$ cat config.mk
export PLATFORM = sky130hd
export DESIGN_NAME = keyed_config_port_register_file_core_flat
export DESIGN_NICKNAME = d
export VERILOG_FILES = /design/src/hw/rtl/kcp_pkg.sv /design/src/hw/rtl/kcp_req_if.sv /design/src/hw/rtl/kcp_rsp_if.sv /design/src/hw/rtl/keyed_config_port_register_file_core.sv /design/src/hw/rtl/kcp_unlock.sv /design/src/hw/rtl/kcp_regfile.sv /design/src/flat_wrapper.sv
export SDC_FILE = /design/constraint.sdc
export NUM_CORES = 1
export LEC_CHECK = 0
export ABC_CLOCK_PERIOD_IN_PS = 8000
export CELL_PAD_IN_SITES_DETAIL_PLACEMENT = 0
export CELL_PAD_IN_SITES_GLOBAL_PLACEMENT = 2
export CORE_ASPECT_RATIO = 2
export CORE_UTILIZATION = 30
export DETAILED_ROUTE_END_ITERATION = 12
export DONT_BUFFER_PORTS = 1
export MAX_ROUTING_LAYER = met4
export PLACE_DENSITY = 0.71
export SLEW_MARGIN = 25
export SYNTH_ARGS = -nofsm -noshare
export SYNTH_HDL_FRONTEND = slang
export SYNTH_SLANG_ARGS = --single-unit
$ cat constraint.sdc
create_clock -name clk -period 8 [get_ports clk]
set_input_delay 2 -clock clk [delete_from_list [all_inputs] [get_ports clk]]
set_output_delay 2 -clock clk [all_outputs]
set_load 0.005 [all_outputs]
$ cat src/hw/rtl/kcp_pkg.sv
// Shared types, constants and reset values for the keyed config port block.
package kcp_pkg;

  localparam int unsigned NUM_SETTINGS = 15;
  localparam int unsigned IDX_W        = 4;

  localparam logic [15:0] KEY_PORT_A = 16'h02FA;
  localparam logic [15:0] KEY_PORT_B = 16'h03FA;
  localparam logic [7:0]  KEY_MAGIC  = 8'h36;
  localparam logic [7:0]  KEY_SUM    = 8'hFF;
  localparam logic [7:0]  RD_IDLE    = 8'hFF;

  // Index that reads back the window address and closes config mode on a data write.
  localparam logic [IDX_W-1:0] EXIT_INDEX = 4'hF;

  // Setting byte indexes that feed the decoded outputs.
  localparam logic [IDX_W-1:0] REG_CTRL  = 4'd0;
  localparam logic [IDX_W-1:0] REG_UART  = 4'd4;
  localparam logic [IDX_W-1:0] REG_PAR   = 4'd6;
  localparam logic [IDX_W-1:0] REG_DRV   = 4'd12;
  localparam logic [IDX_W-1:0] REG_MOUSE = 4'd13;

  typedef logic [NUM_SETTINGS-1:0][7:0] kcp_bank_t;

  // Entry 14 first, entry 0 last.
  localparam kcp_bank_t SETTING_INIT = {
    8'h00, 8'h00, 8'hA0, 8'h00, 8'h00, 8'hB0, 8'h00, 8'h00,
    8'h9E, 8'h00, 8'hFE, 8'h00, 8'h00, 8'h00, 8'h0C
  };

  typedef enum logic [2:0] {
    STEP_IDLE,
    STEP_KEYED,
    STEP_CHECKED,
    STEP_MAGIC,
    STEP_ADDR
  } kcp_step_t;

  typedef struct packed {
    logic        mode;
    logic [15:0] port;
    logic [7:0]  write_data;
  } kcp_req_t;

  // Window state as seen by the current request, after the unlock sequencer.
  typedef struct packed {
    logic       unlocked;
    logic [7:0] code;
  } kcp_win_t;

  typedef struct packed {
    logic [7:0] read_data;
    logic       config_active;
    logic       uart_enable;
    logic [9:0] uart_base;
    logic       parallel_enable;
    logic [9:0] parallel_base;
    logic       ide_enable;
    logic       fdc_enable;
    logic       mouse_enable;
    logic [9:0] mouse_base;
  } kcp_rsp_t;

endpackage

$ cat src/hw/rtl/kcp_req_if.sv
// Request channel: one I/O bus access.
interface kcp_req_if;
  logic        valid;
  logic        ready;
  logic        mode;
  logic [15:0] port;
  logic [7:0]  write_data;

  modport source (output valid, output mode, output port, output write_data, input ready);
  modport sink   (input valid, input mode, input port, input write_data, output ready);
endinterface

$ cat src/hw/rtl/kcp_rsp_if.sv
// Result channel: read data and decoded peripheral settings.
interface kcp_rsp_if;
  logic       valid;
  logic       ready;
  logic [7:0] read_data;
  logic       config_active;
  logic       uart_enable;
  logic [9:0] uart_base;
  logic       parallel_enable;
  logic [9:0] parallel_base;
  logic       ide_enable;
  logic       fdc_enable;
  logic       mouse_enable;
  logic [9:0] mouse_base;

  modport source (
    output valid, output read_data, output config_active, output uart_enable,
    output uart_base, output parallel_enable, output parallel_base, output ide_enable,
    output fdc_enable, output mouse_enable, output mouse_base, input ready
  );
  modport sink (
    input valid, input read_data, input config_active, input uart_enable,
    input uart_base, input parallel_enable, input parallel_base, input ide_enable,
    input fdc_enable, input mouse_enable, input mouse_base, output ready
  );
endinterface

$ cat src/hw/rtl/keyed_config_port_register_file_core.sv
// Path: input register, then output register; a stalled result holds the request
// in the input register. Throughput: one request per cycle unless the result stalls;
// the state update for a request happens in the same cycle it leaves the input
// register, so the next one follows directly.
// Reset (rst_n low, synchronous): sequencer idle, locked, window code and index 0,
// setting bytes back to their power-on values, both pipeline stages empty.
module keyed_config_port_register_file_core
  import kcp_pkg::*;
(
  input  logic        clk,
  input  logic        rst_n,
  kcp_req_if.sink     in_req,
  kcp_rsp_if.source   out_rsp
);

  kcp_req_t req_r;
  logic     req_vld_r;
  kcp_rsp_t rsp_r, rsp_nxt;
  logic     rsp_vld_r;
  logic     pipe_adv, fire;
  logic     exit_cfg;
  kcp_win_t win;

  assign pipe_adv     = !rsp_vld_r || out_rsp.ready;
  assign fire         = req_vld_r && pipe_adv;
  assign in_req.ready = !req_vld_r || pipe_adv;

  always_ff @(posedge clk) begin
    if (!rst_n) begin
      req_vld_r <= 1'b0;
    end else if (in_req.ready) begin
      req_vld_r <= in_req.valid;
    end
  end

  always_ff @(posedge clk) begin
    if (in_req.valid && in_req.ready) begin
      req_r.mode       <= in_req.mode;
      req_r.port       <= in_req.port;
      req_r.write_data <= in_req.write_data;
    end
  end

  kcp_unlock u_unlock (
    .clk      (clk),
    .rst_n    (rst_n),
    .fire     (fire),
    .req      (req_r),
    .exit_cfg (exit_cfg),
    .win      (win)
  );

  kcp_regfile u_regfile (
    .clk      (clk),
    .rst_n    (rst_n),
    .fire     (fire),
    .req      (req_r),
    .win      (win),
    .exit_cfg (exit_cfg),
    .rsp      (rsp_nxt)
  );

  always_ff @(posedge clk) begin
    if (!rst_n) begin
      rsp_vld_r <= 1'b0;
    end else if (pipe_adv) begin
      rsp_vld_r <= fire;
    end
  end

  always_ff @(posedge clk) begin
    if (fire) begin
      rsp_r <= rsp_nxt;
    end
  end

  assign out_rsp.valid           = rsp_vld_r;
  assign out_rsp.read_data       = rsp_r.read_data;
  assign out_rsp.config_active   = rsp_r.config_active;
  assign out_rsp.uart_enable     = rsp_r.uart_enable;
  assign out_rsp.uart_base       = rsp_r.uart_base;
  assign out_rsp.parallel_enable = rsp_r.parallel_enable;
  assign out_rsp.parallel_base   = rsp_r.parallel_base;
  assign out_rsp.ide_enable      = rsp_r.ide_enable;
  assign out_rsp.fdc_enable      = rsp_r.fdc_enable;
  assign out_rsp.mouse_enable    = rsp_r.mouse_enable;
  assign out_rsp.mouse_base      = rsp_r.mouse_base;

`ifndef SYNTHESIS
  // A locked result can only carry idle read data.
  a_locked_idle_read: assert property (@(posedge clk) disable iff (!rst_n)
    rsp_vld_r && !rsp_r.config_active |-> rsp_r.read_data == RD_IDLE)
    else $error("read data returned while config mode is closed");

  // A stalled request stays in the input register.
  a_req_held: assert property (@(posedge clk) disable iff (!rst_n)
    req_vld_r && !pipe_adv |=> req_vld_r)
    else $error("pending request dropped under back-pressure");

  // Config mode only opens on a processed write.
  a_open_on_write: assert property (@(posedge clk) disable iff (!rst_n)
    fire && !req_r.mode |=> rsp_r.config_active == $past(rsp_nxt.config_active))
    else $error("config mode changed by a read");
`endif

endmodule

$ cat src/hw/rtl/kcp_unlock.sv
// Unlock sequencer: key steps, window address code and unlocked flag.
module kcp_unlock
  import kcp_pkg::*;
(
  input  logic     clk,
  input  logic     rst_n,
  input  logic     fire,
  input  kcp_req_t req,
  input  logic     exit_cfg,
  output kcp_win_t win
);

  kcp_step_t  step_r, step_nxt;
  logic [7:0] exp_r, exp_nxt;
  logic [7:0] code_r, code_nxt;
  logic       unlocked_r, unl_nxt;
  logic       wr, is_a, is_b;
  logic [7:0] key_sum;

  assign wr      = fire && req.mode;
  assign is_a    = (req.port == KEY_PORT_A);
  assign is_b    = (req.port == KEY_PORT_B);
  assign key_sum = 8'(code_r + req.write_data);

  // Any write that is not the expected step drops back to idle.
  always_comb begin
    step_nxt = step_r;
    if (wr) begin
      step_nxt = STEP_IDLE;
      unique case (step_r)
        STEP_IDLE:    if (is_a) step_nxt = STEP_KEYED;
        STEP_KEYED:   if (is_b && req.write_data == exp_r) step_nxt = STEP_CHECKED;
        STEP_CHECKED: if (is_b && req.write_data == KEY_MAGIC) step_nxt = STEP_MAGIC;
        STEP_MAGIC:   if (is_b) step_nxt = STEP_ADDR;
        STEP_ADDR:    step_nxt = STEP_IDLE;
        default:      step_nxt = STEP_IDLE;
      endcase
    end
  end

  always_comb begin
    exp_nxt  = exp_r;
    code_nxt = code_r;
    unl_nxt  = unlocked_r;
    if (wr) begin
      unique case (step_r)
        STEP_IDLE:    if (is_a) exp_nxt = ~req.write_data;
        STEP_MAGIC:   if (is_b) code_nxt = req.write_data;
        // Final key byte either opens or closes config mode.
        STEP_ADDR:    if (is_a) unl_nxt = (key_sum == KEY_SUM);
        default:      ;
      endcase
    end
  end

  assign win.unlocked = unl_nxt;
  assign win.code     = code_nxt;

  always_ff @(posedge clk) begin
    if (!rst_n) begin
      step_r     <= STEP_IDLE;
      exp_r      <= '0;
      code_r     <= '0;
      unlocked_r <= 1'b0;
    end else if (fire) begin
      step_r     <= step_nxt;
      exp_r      <= exp_nxt;
      code_r     <= code_nxt;
      unlocked_r <= unl_nxt && !exit_cfg;
    end
  end

endmodule

$ cat src/hw/rtl/kcp_regfile.sv
// Setting byte file behind the index/data window, read mux and output decode.
module kcp_regfile
  import kcp_pkg::*;
(
  input  logic     clk,
  input  logic     rst_n,
  input  logic     fire,
  input  kcp_req_t req,
  input  kcp_win_t win,
  output logic     exit_cfg,
  output kcp_rsp_t rsp
);

  kcp_bank_t        bank_r, bank_nxt;
  logic [IDX_W-1:0] sel_r, sel_nxt;
  logic             idx_hit, data_hit;
  logic [7:0]       rd;
  logic [7:0]       r_ctrl, r_drv, r_mouse;

  assign idx_hit  = (req.port == {6'd0, win.code, 2'b00});
  assign data_hit = (req.port == {6'd0, win.code, 2'b01});

  always_comb begin
    bank_nxt = bank_r;
    sel_nxt  = sel_r;
    exit_cfg = 1'b0;
    if (fire && req.mode && win.unlocked) begin
      if (idx_hit) begin
        sel_nxt = req.write_data[IDX_W-1:0];
      end else if (data_hit) begin
        if (sel_r == EXIT_INDEX) begin
          exit_cfg = 1'b1;
        end else begin
          bank_nxt[sel_r] = req.write_data;
        end
      end
    end
  end

  always_comb begin
    rd = RD_IDLE;
    if (!req.mode && win.unlocked) begin
      if (idx_hit) begin
        rd = {4'd0, sel_r};
      end else if (data_hit) begin
        rd = (sel_r == EXIT_INDEX) ? win.code : bank_r[sel_r];
      end
    end
  end

  always_ff @(posedge clk) begin
    if (!rst_n) begin
      bank_r <= SETTING_INIT;
      sel_r  <= '0;
    end else if (fire) begin
      bank_r <= bank_nxt;
      sel_r  <= sel_nxt;
    end
  end

  // Decoded outputs reflect the settings after this access.
  assign r_ctrl  = bank_nxt[REG_CTRL];
  assign r_drv   = bank_nxt[REG_DRV];
  assign r_mouse = bank_nxt[REG_MOUSE];

  assign rsp.read_data       = rd;
  assign rsp.config_active   = win.unlocked && !exit_cfg;
  assign rsp.uart_enable     = r_ctrl[2];
  assign rsp.uart_base       = {bank_nxt[REG_UART], 2'b00};
  assign rsp.parallel_enable = r_ctrl[3];
  assign rsp.parallel_base   = {bank_nxt[REG_PAR], 2'b00};
  assign rsp.ide_enable      = r_drv[7] && !r_drv[6];
  assign rsp.fdc_enable      = r_drv[5];
  assign rsp.mouse_enable    = (r_mouse != 8'd0);
  assign rsp.mouse_base      = {r_mouse, 2'b00};

endmodule

$ cat src/flat_wrapper.sv
// flat-port wrapper written by rule: the top's interface ports become plain ports
module keyed_config_port_register_file_core_flat import kcp_pkg::*;
  (clk, rst_n, in_req_valid, in_req_mode, in_req_port, in_req_write_data, in_req_ready, out_rsp_valid, out_rsp_read_data, out_rsp_config_active, out_rsp_uart_enable, out_rsp_uart_base, out_rsp_parallel_enable, out_rsp_parallel_base, out_rsp_ide_enable, out_rsp_fdc_enable, out_rsp_mouse_enable, out_rsp_mouse_base, out_rsp_ready);
  kcp_req_if in_req_i ();
  kcp_rsp_if out_rsp_i ();
  input  logic clk;
  input  logic rst_n;
  input wire logic [$bits(in_req_i.valid)-1:0] in_req_valid;
  input wire logic [$bits(in_req_i.mode)-1:0] in_req_mode;
  input wire logic [$bits(in_req_i.port)-1:0] in_req_port;
  input wire logic [$bits(in_req_i.write_data)-1:0] in_req_write_data;
  output wire logic [$bits(in_req_i.ready)-1:0] in_req_ready;
  output wire logic [$bits(out_rsp_i.valid)-1:0] out_rsp_valid;
  output wire logic [$bits(out_rsp_i.read_data)-1:0] out_rsp_read_data;
  output wire logic [$bits(out_rsp_i.config_active)-1:0] out_rsp_config_active;
  output wire logic [$bits(out_rsp_i.uart_enable)-1:0] out_rsp_uart_enable;
  output wire logic [$bits(out_rsp_i.uart_base)-1:0] out_rsp_uart_base;
  output wire logic [$bits(out_rsp_i.parallel_enable)-1:0] out_rsp_parallel_enable;
  output wire logic [$bits(out_rsp_i.parallel_base)-1:0] out_rsp_parallel_base;
  output wire logic [$bits(out_rsp_i.ide_enable)-1:0] out_rsp_ide_enable;
  output wire logic [$bits(out_rsp_i.fdc_enable)-1:0] out_rsp_fdc_enable;
  output wire logic [$bits(out_rsp_i.mouse_enable)-1:0] out_rsp_mouse_enable;
  output wire logic [$bits(out_rsp_i.mouse_base)-1:0] out_rsp_mouse_base;
  input wire logic [$bits(out_rsp_i.ready)-1:0] out_rsp_ready;
  assign in_req_i.valid = in_req_valid;
  assign in_req_i.mode = in_req_mode;
  assign in_req_i.port = in_req_port;
  assign in_req_i.write_data = in_req_write_data;
  assign in_req_ready = in_req_i.ready;
  assign out_rsp_valid = out_rsp_i.valid;
  assign out_rsp_read_data = out_rsp_i.read_data;
  assign out_rsp_config_active = out_rsp_i.config_active;
  assign out_rsp_uart_enable = out_rsp_i.uart_enable;
  assign out_rsp_uart_base = out_rsp_i.uart_base;
  assign out_rsp_parallel_enable = out_rsp_i.parallel_enable;
  assign out_rsp_parallel_base = out_rsp_i.parallel_base;
  assign out_rsp_ide_enable = out_rsp_i.ide_enable;
  assign out_rsp_fdc_enable = out_rsp_i.fdc_enable;
  assign out_rsp_mouse_enable = out_rsp_i.mouse_enable;
  assign out_rsp_mouse_base = out_rsp_i.mouse_base;
  assign out_rsp_i.ready = out_rsp_ready;
  keyed_config_port_register_file_core u_core (.clk(clk), .rst_n(rst_n), .in_req(in_req_i), .out_rsp(out_rsp_i));
endmodule
==> flow_summary_export.csv <==
group,metric,value,unit
floorplan,dieArea,33200,sq um
detailed_routing,drt_iter0_drc,428,
power_and_ir_drop,p_sw_frac,0.215,
grt,grt_remaining_overflow,0,
power_and_ir_drop,total_power,2220,uW
power_and_ir_drop,powerDensity,206,nW/um^2
flow_run,maxCapViolations,0,
synthesis,synthFlopType,"dfxtp_1",
grt,grt_pass1_wl,42.3,mm
detailed_routing,drc,0,
worst_setup_path,endpoint_kind,"flip-flop",
power_and_ir_drop,switching_power,478,uW
timing,final.period_utilization,0.573,
layout,drive_gt1_frac,0.131,
worst_setup_path,arrival,4.85,ns
timing,finalSetupViolations,0,
timing,worst_pin_slew,0.905,ns
detailed_routing,ant_nets,0,
clock_tree,post_cts_resized,0,
clock_tree,htreeDepth,1,
synthesis,synthDistinctLibCells,60,
place,place_ws,2.87,ns
clock_tree,postCtsHoldBufs,0,
power_and_ir_drop,clkPwrFrac,0.469,
place,gp_congestion,0.802,
floorplan,initial_core_util,0.303,
power_and_ir_drop,seqPwrFrac,0.506,
timing,period_needed,4.59,ns
worst_setup_path,cp.required,8.26,ns
grt,gr-usage-all-layers,0.178,
timing,slew_headroom,0.394,
clock_tree,cts_root_buf,"clkbuf_16",
power_and_ir_drop,power.static_leakage,0.00418,uW
synthesis,synth_seq_cells,209,
run_status,outcome,"finished clean",
worst_setup_path,critPathKind,"input port to flip-flop",
synthesis,syn_inst,884,
timing,hold_viol,0,
floorplan,fp.coreArea,32100,sq um
grt,grt_pass1_vias,6589,
grt,grt_max_degree,158,
detailed_routing,avgRoutedWirePerCell,21.7,um
worst_setup_path,cp_max_fo,26,
synthesis,synth_area_per_cell,11.0,sq um
worst_setup_path,rrSetupSlack,3.54,ns
clock_tree,post-cts-setup-buffers,0,
place,dp_hpwl,19.9,mm
clock_tree,cts_sinks,209,
clock_tree,clkLatencyLatePin,0.51,ns
place,portBuffers,0,
timing,clock.fmax,218,MHz
timing,skew,0.00939,ns
grt,antenna_found_initial,0,
layout,area_growth_syn_to_layout,10.7,%
worst_setup_path,cp-start-kind,"input port",
power_and_ir_drop,internal_power,1740,uW
power_and_ir_drop,peakVddDrop,0.134,mV
clock_tree,cts-buffers-inserted,20,
detailed_routing,num_vias,6462,
worst_setup_path,critical_path.cell_chain,"nor2b_1, nor4bb_1, nand4_1, or4_4, o21ai_4, nand3_4, mux2_4",
detailed_routing,wl,28.2,mm
detailed_routing,avgViaCountPerCell,4.98,
synthesis,synth_edf_count,63,
floorplan,fp-row-count,93,
floorplan,die_w,129,um
power_and_ir_drop,pwr-share-comb,0.025,
synthesis,ys_seq_area_frac,0.495,
floorplan,die-height,257,um
synthesis,synth.cell_area,9730,sq um
detailed_routing,firstDrtPassIters,4,
synthesis,async_flop_share,0,
timing,rsz0062_at_grt,"false",
min_path,min_path_type,"flip-flop to flip-flop",
synthesis,ys_warn_count,0,
timing,setup_ws,3.41,ns
timing,fin_setup_tns,0,ns
timing,slew_violations,0,
worst_setup_path,critPathMaxStageDelay,0.71,ns
layout,diodes,0,
clock_tree,clk_path_buf_depth,3,
floorplan,top_level_ports,75,
layout,nets,893,
clock_tree,cts.reportedPaths.clkPinSlew,0.06,ns
clock_tree,cts_tree,"built",
worst_setup_path,crit_slowest_cell,"o21ai_4",
path summary, 6_finish.rpt:
path / startpoint / to / cells after the start
worst min register to register: u_core.u_regfile.bank_r[80] / u_core.u_regfile.bank_r[80] / 2
worst max register to register: u_core.req_r[0] / u_core.out_rsp.mouse_base[9] / 10
worst min-delay path: u_core.u_regfile.bank_r[80] / u_core.u_regfile.bank_r[80] / 2
worst max-delay path: out_rsp_ready / u_core.out_rsp.mouse_base[9] / 7
layer usage:
| metal | track usage | vias to the layer above | part of all wire |
|---|---|---|---|
| li1 | - | 3104 | - |
| met1 | 0.175 | 3157 | 0.35 |
| met2 | 0.339 | 149 | 0.57 |
| met3 | 0.0184 | 52 | 0.035 |
| met4 | 0.0833 | 0 | 0.043 |
| met5 | - | - | 0 |
cell usage after synthesis, drive strengths merged (8+ instances only):
cell | count | area (sq um)
a21oi | 8 | 40.0
and2 | 12 | 75.1
buf | 17 | 120
clkbuf | 46 | 173
dfxtp | 146 | 2920
edfxtp | 63 | 1890
mux2 | 14 | 165
mux2i | 128 | 1280
mux4 | 29 | 653
nand2 | 150 | 563
nand2b | 13 | 81.3
nand3 | 34 | 248
nand4 | 21 | 131
nor2 | 29 | 109
nor2b | 23 | 144
nor4 | 8 | 80.1
o211ai | 11 | 82.6
o21ai | 42 | 221
xnor2 | 13 | 114
xor2 | 9 | 78.8
cell usage in the layout (no fill, tap or decap), types with 3 or more instances in the layout:
master / count
o211ai_1: 11
nor2b_1: 23
mux2i_1: 128
edfxtp_1: 63
mux2_2: 12
clkbuf_16: 21
xnor2_1: 13
a21o_1: 3
xor2_1: 9
nor3_1: 6
bufinv_16: 4
nand3_2: 13
nor4_1: 6
and2_1: 10
ha_1: 7
nor3b_1: 4
o221ai_1: 3
inv_1: 7
conb_1: 6
a21boi_0: 4
nand4_1: 21
o21ai_0: 41
buf_4: 8
nand2b_1: 13
a21oi_1: 8
dfxtp_1: 144
nand3b_1: 3
clkinv_2: 4
nor2_1: 29
mux4_2: 29
nand3_1: 20
nand2_1: 150
metrics by stage:
step / hold WS, ns / util / cell area, sq um / instances
after CTS: 0.460 / 0.335 / 10800 / 1297
final: 0.457 / 0.335 / 10800 / 1297
after global routing: 0.477 / 0.335 / 10800 / 1297
after global placement: 0.442 / 0.313 / 10100 / 1261
after detailed placement: 0.451 / 0.313 / 10100 / 1261
after floorplan: 0.436 / - / 9750 / 889
final cells by class:
cell class | instances | area (sq um)
clock inverters | 12 | 161
repair buffers | 8 | 60.1
inverters | 7 | 26.3
fillers | 3257 | 21300
well taps | 427 | 534
clock buffers | 24 | 551
multi-input cells | 610 | 4620
flip-flops and latches | 209 | 4820
worst max-delay path, delay by kind of cell:
family / cells / cell delay, ns
multiplexers: 1 / 0.41
AND/OR/NAND/NOR: 5 / 1.70
AO/OA/AOI/OAI: 1 / 0.71
cell families (layout without fill, tap and decap cells):
logic type / after synthesis / count (layout) / synth area share
AND/OR/NAND/NOR: 316 / 316 / 0.168
flip-flops: 209 / 209 / 0.495
multiplexers: 171 / 171 / 0.216
AO/OA/AOI/OAI: 87 / 87 / 0.0573
buffers and inverters: 70 / 51 / 0.0328
XOR/XNOR: 22 / 22 / 0.0198
adder cells (fa/ha/maj): 8 / 8 / 0.0111
other: 1 / 6 / 0.000385
power by group through the flow:
stage | registers [uW] | logic (uW) | clock network [uW]
6_report | 1120 | 55.1 | 1040
4_1_cts | 1120 | 56.3 | 1070
3_3_place_gp | 1150 | 55.8 | 0
5_1_grt | 1120 | 59.6 | 1110
2_1_floorplan | 1130 | 51.1 | 0
3_5_place_dp | 1150 | 56.2 | 0
sequential cells by signal (all words and copies together), names as in the netlist:
name,count
u_core.u_unlock.exp_r,8
u_core.out_rsp.valid,1
u_core.out_rsp.fdc_enable,1
u_core.u_unlock.unlocked_r,1
u_core.out_rsp.mouse_base,8
u_core.out_rsp.read_data,8
u_core.u_unlock.code_r,8
u_core.u_regfile.bank_r,120
u_core.req_r,25
u_core.req_vld_r,1
u_core.out_rsp.ide_enable,1
u_core.out_rsp.parallel_enable,1
u_core.out_rsp.uart_enable,1
u_core.out_rsp.parallel_base,8
u_core.out_rsp.uart_base,8
u_core.out_rsp.mouse_enable,1
u_core.u_unlock.step_r,3
u_core.u_regfile.sel_r,4
u_core.out_rsp.config_active,1
(Power assumes the default switching activity.)
